## src/rtl/mrp_pkg.sv

```systemverilog
// Shared constants, command codes and transfer types of the monochrome raster plotter.
package mrp_pkg;

    localparam int WORDS_PER_ROW = 20;
    localparam int SCREEN_ROWS   = 400;
    localparam int WORD_W        = 32;
    localparam int SCREEN_COLS   = WORDS_PER_ROW * WORD_W;
    localparam int FB_WORDS      = WORDS_PER_ROW * SCREEN_ROWS;
    localparam int ADDR_W        = $clog2(FB_WORDS);
    localparam int CNT_W         = $clog2(FB_WORDS + 1);

    // Field widths of one command.
    localparam int OP_W   = 3;
    localparam int COL_W  = 10;
    localparam int ROW_W  = 9;
    localparam int LEN_W  = 10;
    localparam int OFF_W  = 5;
    localparam int IDX_W  = 13;

    localparam logic [WORD_W-1:0] WORD_ONES = {WORD_W{1'b1}};

    localparam logic [OP_W-1:0] OP_CLEAR  = 3'd0;
    localparam logic [OP_W-1:0] OP_SPAN   = 3'd1;
    localparam logic [OP_W-1:0] OP_VLINE  = 3'd2;
    localparam logic [OP_W-1:0] OP_BITMAP = 3'd3;
    localparam logic [OP_W-1:0] OP_READ   = 3'd4;

    // How each word of a command is applied to the frame buffer.
    typedef enum logic [1:0] {
        MODE_OR,
        MODE_PUT,
        MODE_READ
    } mode_t;

    typedef struct packed {
        logic [OP_W-1:0]   opcode;
        logic [COL_W-1:0]  x_pos;
        logic [ROW_W-1:0]  y_pos;
        logic [LEN_W-1:0]  line_length;
        logic [WORD_W-1:0] row_pattern;
        logic [OFF_W-1:0]  row_offset;
        logic [IDX_W-1:0]  word_index;
    } cmd_t;

    // Word walk that the engine executes for one command.
    typedef struct packed {
        mode_t             mode;
        logic [ADDR_W-1:0] addr;
        logic              stride_row;
        logic [CNT_W-1:0]  count;
        logic [WORD_W-1:0] first_bits;
        logic [WORD_W-1:0] mid_bits;
        logic [WORD_W-1:0] last_bits;
        logic              status;
    } plan_t;

    typedef struct packed {
        logic [WORD_W-1:0] read_data;
        logic              status;
    } res_t;

endpackage

```

## src/rtl/mrp_decode.sv

```systemverilog
// Range checks and word-walk planning for one plotter command.
module mrp_decode
    import mrp_pkg::*;
(
    input  cmd_t  cmd,
    output plan_t plan
);

    logic              xy_bad;
    logic [10:0]       span_raw;
    logic [10:0]       span_end;
    logic [10:0]       end_m1;
    logic [4:0]        first_w;
    logic [4:0]        last_w;
    logic [5:0]        end_frac;
    logic [WORD_W-1:0] mask_from;
    logic [WORD_W-1:0] mask_to;
    logic [15:0]       y_base;
    logic [9:0]        rows_left;
    logic [9:0]        vcount;
    logic [9:0]        bm_row;
    logic [15:0]       bm_base;
    logic [4:0]        shift;
    logic              bm_two;

    always_comb begin
        xy_bad    = (32'(cmd.x_pos) >= SCREEN_COLS) || (32'(cmd.y_pos) >= SCREEN_ROWS);
        first_w   = cmd.x_pos[9:5];
        shift     = cmd.x_pos[4:0];

        // Span end is clipped at the right edge of the row.
        span_raw  = {1'b0, cmd.x_pos} + {1'b0, cmd.line_length};
        span_end  = (32'(span_raw) > SCREEN_COLS) ? 11'(SCREEN_COLS) : span_raw;
        end_m1    = span_end - 11'd1;
        last_w    = end_m1[9:5];
        end_frac  = {1'b0, end_m1[4:0]} + 6'd1;
        mask_from = WORD_ONES >> shift;
        mask_to   = ~(WORD_ONES >> end_frac);

        y_base    = 16'(cmd.y_pos) * 16'(WORDS_PER_ROW);
        rows_left = 10'(SCREEN_ROWS) - {1'b0, cmd.y_pos};
        vcount    = (cmd.line_length < rows_left) ? cmd.line_length : rows_left;

        bm_row    = {1'b0, cmd.y_pos} + {5'd0, cmd.row_offset};
        bm_base   = 16'(bm_row) * 16'(WORDS_PER_ROW);
        bm_two    = (shift != 5'd0) && (32'({1'b0, first_w} + 6'd1) < WORDS_PER_ROW);

        plan.mode       = MODE_OR;
        plan.addr       = '0;
        plan.stride_row = 1'b0;
        plan.count      = '0;
        plan.first_bits = '0;
        plan.mid_bits   = '0;
        plan.last_bits  = '0;
        plan.status     = 1'b0;

        unique case (cmd.opcode)
            OP_CLEAR: begin
                plan.mode  = MODE_PUT;
                plan.count = CNT_W'(FB_WORDS);
            end
            OP_SPAN: begin
                if (xy_bad || (32'(cmd.line_length) >= SCREEN_COLS)) begin
                    plan.status = 1'b1;
                end else if (cmd.line_length != '0) begin
                    plan.addr       = ADDR_W'(y_base + 16'(first_w));
                    plan.count      = CNT_W'(last_w - first_w) + CNT_W'(1);
                    plan.first_bits = (last_w == first_w) ? (mask_from & mask_to) : mask_from;
                    plan.mid_bits   = WORD_ONES;
                    plan.last_bits  = mask_to;
                end
            end
            OP_VLINE: begin
                if (xy_bad || (32'(cmd.line_length) >= SCREEN_ROWS)) begin
                    plan.status = 1'b1;
                end else begin
                    plan.addr       = ADDR_W'(y_base + 16'(first_w));
                    plan.stride_row = 1'b1;
                    plan.count      = CNT_W'(vcount);
                    plan.first_bits = {1'b1, {(WORD_W-1){1'b0}}} >> shift;
                    plan.mid_bits   = plan.first_bits;
                    plan.last_bits  = plan.first_bits;
                end
            end
            OP_BITMAP: begin
                plan.mode = MODE_PUT;
                if (xy_bad) begin
                    plan.status = 1'b1;
                end else if (32'(bm_row) < SCREEN_ROWS) begin
                    plan.addr       = ADDR_W'(bm_base + 16'(first_w));
                    plan.count      = bm_two ? CNT_W'(2) : CNT_W'(1);
                    plan.first_bits = cmd.row_pattern >> shift;
                    plan.mid_bits   = plan.first_bits;
                    plan.last_bits  = cmd.row_pattern << (6'd32 - {1'b0, shift});
                end
            end
            OP_READ: begin
                plan.mode = MODE_READ;
                plan.addr = ADDR_W'(cmd.word_index);
                if (32'(cmd.word_index) < FB_WORDS) begin
                    plan.count = CNT_W'(1);
                end else begin
                    plan.status = 1'b1;
                end
            end
            default: begin
                plan.status = 1'b1;
            end
        endcase
    end

endmodule

```

## config.mk

```make
export PLATFORM = sky130hd
export DESIGN_NAME = mrp_decode
export DESIGN_NICKNAME = d
export VERILOG_FILES = /design/src/rtl/mrp_pkg.sv /design/src/rtl/mrp_decode.sv
export SDC_FILE = /design/constraint.sdc
export NUM_CORES = 1
export LEC_CHECK = 0
export BUFFER_PORTS_ARGS = -buffer_cell sky130_fd_sc_hd__buf_2
export CAP_MARGIN = 20
export CORE_MARGIN = 2
export CORE_UTILIZATION = 45
export DETAILED_ROUTE_END_ITERATION = 12
export MAX_ROUTING_LAYER = met4
export PLACE_DENSITY = 0.75
export SYNTH_ARGS = -nofsm -noshare
export SYNTH_HDL_FRONTEND = slang
export SYNTH_SLANG_ARGS = --single-unit
```

## constraint.sdc

```tcl
create_clock -name vclk -period 12.31
set_input_delay 3.0775 -clock vclk [all_inputs]
set_output_delay 3.0775 -clock vclk [all_outputs]
set_load 0.1 [all_outputs]
```

==> results of run 1 <==
area by class of cell:
cell class / count / area (sq um)
Fill cell: 1910 / 8850
Inverter: 51 / 191
Multi-Input combinational cell: 1105 / 8160
Tap cell: 260 / 325
Timing Repair Buffer: 226 / 1360
worst max-delay path: cells and delay by family:
kind | cells | cell delay (ns)
xor gates and xnor gates | 1 | 0.26
buffers and inverters | 2 | 0.43
AOI/OAI and AO/OA | 9 | 2.39
and+or+nand+nor | 8 | 1.06
muxes | 1 | 0.09
adders and majority gates | 4 | 1.37
final timing paths:
kind,startpoint,to,depth (start not counted)
max,cmd[69],plan[105],25
min,cmd[81],plan[124],3
power groups by stage:
stage	Sequential [mW]	Clock, mW	Combinational [mW]
2_1_floorplan	0	0	0.607
3_5_place_dp	0	0	0.784
3_3_place_gp	0	0	0.778
6_report	0	0	0.810
5_1_grt	0	0	0.861
4_1_cts	0	0	0.787
cells by family after synthesis:
group                      count (synthesis)  share of synthesized area, %
muxes                                    105                          18.5
xor gates and xnor gates                  55                          5.61
and+or+nand+nor                          474                          25.0
buffers and inverters                    143                          6.93
adders and majority gates                 85                          12.8
AOI/OAI and AO/OA                        386                          31.2
routing by layer:
metal,vias to the layer above,share of wire [%],routed length (microns),GRT usage (%)
met5,-,0,0,-
met4,0,2.9,1050,7.84
met3,111,13,4640,7.04
met2,810,42,15300,49.8
met1,4991,43,15600,50.2
li1,4996,-,-,-
Yosys cell counts, drive strengths merged (7+ instances only):
cell type  count
mux2i         52
o21a           7
a31oi         30
nor2         119
fa             7
o31ai          8
o311ai         9
nand4          7
nand2        186
o211ai        25
o21ai         76
nand3         44
mux2           9
and2          10
nor3          28
nand2b        17
ha            78
o22ai         11
nor2b         11
or3            8
buf           42
xnor2         31
a21o          12
o22a          10
a211oi        19
o221ai        25
mux4          44
xor2          24
a21oi         79
a22oi         10
and3           8
inv           49
clkbuf        50
nor4          13
through the flow:
stage               std cells  area, sq um  util, %  hold slack (ns)
global placement         1637         9980     52.8             6.62
global route             1642        10000     53.1             6.66
detailed placement       1639        10000     52.9             6.63
finish                   1642        10000     53.1             6.63
CTS                      1639        10000     52.9             6.63
floorplan                1248         8740        -             6.49
repair_timing:
action	4_1_cts	5_1_grt
setup buffers	0	2
gates resized for setup	0	1
hold buffers	0	0
setup endpoints to repair	0	13
==> impl_metrics.toml, run 1 <==
[critical_path]
critPathCaptureType = "output port"
slowest_delay_ns = 0.49
critical_path_class = "in2out"
worst_setup_path_start_kind = "input port"
cp_max_fo = 10
cp.required_ns = 9.23
arrival_ns = 8.70
cpMostUsedCell = "ha_1"
slowest_stage = "a2111o_1"

[placement]
dp_hpwl_microns = 28800
portBuffers = 208
place_ws_ns = 0.406
gp_congestion = 1.04

[final_layout]
final_common_cell = "buf_2"
drive_above_1_share_pct = 23.3
seq_cell_count = 0
clkbuf_count = 0
finalNetCount = 1551
mostFrequentLayoutCells = "buf_2 (196), nand2_1 (184), nor2_1 (116)"
register_area_sq_um = 0
syn2layout_area_growth_pct = 15.1
antennaDiodeCount = 0

[pwr]
total_power_mw = 0.810
internal_power_mw = 0.253
power.density_mw_per_mm2 = 80.7
power_frac_clock_pct = 0
p_seq_share_pct = 0
combPwrFrac_pct = 100.0
p_switching_mw = 0.557
peakVddDrop_uv = 38.4
sw_frac_of_total_pct = 68.8
leakagePower_nw = 4.65

[route]
ant_nets = 0
route.detailed.drc = 0
initialDrtViolationCount = 1486
viasPerCell = 6.64
drtPass1Iterations = 7
wl_per_cell_microns = 22.3
num_vias = 10908
routed_wl_microns = 36700

[logic_synthesis]
synth_area_leader_cell = "mux4_2"
ys_types = 89
synthCells = 1248
synthesis.area_sq_mm = 0.00872
syn_area_per_cell_sq_um = 6.99
yosysTopAreaCellShare_pct = 11.4
synth_seq_area_share_pct = 0
syn-num-nets = 1415
yosysWarnings = 0
netlist_top_cells_area = "mux4_2 (11%), ha_1 (11%), nand2_1 (7.9%)"

[timing]
timing.final.ws_setup_ns = 0.535
tightest_slew_ns = 1.09
slew_violations = 0
fin_crit_sh_pct = 95.7
fmax_mhz = 84.9
rsz0062_at_grt = "no"
fin_crit_ns = 11.78
finalSetupViolCount = 0
finalHoldViolCount = 0
final.setup.tns_ns = 0
max-slew-margin-rel_pct = 27.0

[floorplanning]
io_pins = 208
initial_core_util_pct = 46.2
core_area_sq_mm = 0.0189
die_w_microns = 143
rows = 50
die-area_sq_mm = 0.0205
fp.dieH_microns = 143

[min_path]
worst_hold_path_type = "in2out"

[global_route]
grt_usage_pct = 34.8
grt_pass1_wl_microns = 55100
antenna_found_initial = 0
grt_max_degree = 63
grt-ovfl-total = 0
grt_pass1_vias = 9469

[flow_run]
cap_violations = 0

[status]
outcome = "finished, final reports clean"
Note: power is estimated with default switching activity, not from simulation.
==> inputs of run 2 (changes only) <==
--- a/config.mk
+++ b/config.mk
@@ -8,10 +8,10 @@
 export BUFFER_PORTS_ARGS = -buffer_cell sky130_fd_sc_hd__buf_2
 export CAP_MARGIN = 20
 export CORE_MARGIN = 2
-export CORE_UTILIZATION = 45
+export CORE_UTILIZATION = 58
 export DETAILED_ROUTE_END_ITERATION = 12
 export MAX_ROUTING_LAYER = met4
-export PLACE_DENSITY = 0.75
+export PLACE_DENSITY = 0.91
 export SYNTH_ARGS = -nofsm -noshare
 export SYNTH_HDL_FRONTEND = slang
 export SYNTH_SLANG_ARGS = --single-unit
==> run 2 against run 1 <==
Effect of this change:
- via count is 2.2% higher
- cell area is 1.7% lower
- global-route usage grew 8.2 points
- combinational power is 1% lower
- critical path type unchanged
==> impl_metrics.toml, run 2 (synthesis gave the netlist of run 1 again) <==
[route]
viasPerCell = 7.10
routed_wl_microns = 35300
wl_per_cell_microns = 22.5
ant_nets = 0
num_vias = 11145
initialDrtViolationCount = 1612
route.detailed.drc = 0
drtPass1Iterations = 6

[final_layout]
fill_cells = 1268
drive_above_1_share_pct = 23.3
mostFrequentLayoutCells = "buf_2 (201), nand2_1 (184), nor2_1 (116)"
final_common_cell = "buf_2"
finalNetCount = 1553
register_area_sq_um = 0
clkbuf_count = 0
syn2layout_area_growth_pct = 13.1
seq_cell_count = 0

[status]
outcome = "finished, final reports clean"

[clock_tree]
hold_buffers = 0
cts_setup_buffers = 0
cts.repair.resized = 0

[min_path]
hold_depth = 3
min_to = "plan[124]"
min-delay-start = "cmd[81]"
worst_hold_path_type = "in2out"

[floorplanning]
die-area_sq_mm = 0.0160
rows = 44
fp.dieH_microns = 127
die_w_microns = 127
initial_core_util_pct = 59.8
core_area_sq_mm = 0.0146
io_pins = 208

[global_route]
grt_pass1_wl_microns = 54900
grt_util_met1_pct = 59.2
antenna_found_initial = 0
grt_use_met3_pct = 6.45
top_usage_layer = "met2"
grt_pass1_vias = 9912
grt_util_met2_pct = 67.1
grt_usage_pct = 43.0
grt_max_degree = 65
grt-ovfl-total = 0

[timing]
fin_crit_sh_pct = 96.3
slew_violations = 0
fin_crit_ns = 11.86
finalHoldViolCount = 0
max-slew-margin-rel_pct = 23.1
holdWs_ns = 6.64
finalSetupViolCount = 0
final.setup.tns_ns = 0
tightest_slew_ns = 1.15
fmax_mhz = 84.3
rsz0062_at_grt = "no"

[critical_path]
critical_path_class = "in2out"
cp_max_fo = 13
slowest_stage = "a2111o_1"
cp.required_ns = 9.23
slowest_delay_ns = 0.49
arrival_ns = 8.78
critPathCaptureType = "output port"
cpMostUsedCell = "ha_1"
worst_setup_path_start_kind = "input port"

[pwr]
leakagePower_nw = 4.64
peakVddDrop_uv = 78.8
power.density_mw_per_mm2 = 81.2

[placement]
portBuffers = 208
gp_congestion = 1.13
dp_hpwl_microns = 28000

[flow_run]
cap_violations = 0
## run 2: changes by cell type in the layout (fill, tap and decap cells not counted), sizes merged
| cell | delta |
|---|---|
| buf | +2 |
| diode | +1 |
## run 2: report_power, final
group | leakage (nW) | internal, mW | switching [mW]
Clock | 0.00000634 | 0.00000000574 | 0
Sequential | 0 | 0 | 0
Combinational | 4.64 | 0.250 | 0.552
## run 2: worst max-delay path by stage
stage                 to  slack (ns)  cells past startpoint  startpoint
2_1_floorplan   plan[94]        0.38                     22     cmd[50]
3_3_place_gp   plan[103]        0.73                     25     cmd[50]
3_5_place_dp   plan[105]        0.54                     25     cmd[50]
4_1_cts        plan[105]        0.51                     25     cmd[50]
5_1_grt        plan[105]        0.01                     25     cmd[50]
6_report       plan[105]        0.45                     25     cmd[50]
## run 2: area by class of cell
class	count	area (sq um)	area share [%]
repair buffers	228	1290	13.1
diodes	1	2.50	0.0254
multi-input cells	1105	8150	82.6
well taps	184	230	2.33
inverters	51	191	1.94
## run 2: layer usage
metal,vias up,wire length (microns)
li1,4993,-
met1,5169,14100
met2,878,15700
met3,105,4430
met4,0,1080
met5,-,0
## run 2: through the flow
| stage | setup WS, ns | power, mW | instances | util [%] | instance area [sq um] |
|---|---|---|---|---|---|
| detailed placement | 0.537 | 0.776 | 1567 | 67.5 | 9850 |
| finish | 0.452 | 0.801 | 1569 | 67.6 | 9870 |
| floorplan | 0.377 | 0.607 | 1248 | - | 8740 |
| global placement | 0.733 | 0.764 | 1566 | 67.5 | 9840 |
| global route | 0.0129 | 0.855 | 1568 | 67.6 | 9870 |
| CTS | 0.512 | 0.780 | 1567 | 67.5 | 9850 |
## run 2: critical path, delay by kind of cell
family / cells / cell delay, ns
compound gates: 9 / 2.47
fa+ha+maj: 4 / 1.38
simple gates: 8 / 1.06
buf+inv: 2 / 0.43
xor+xnor: 1 / 0.27
mux: 1 / 0.08
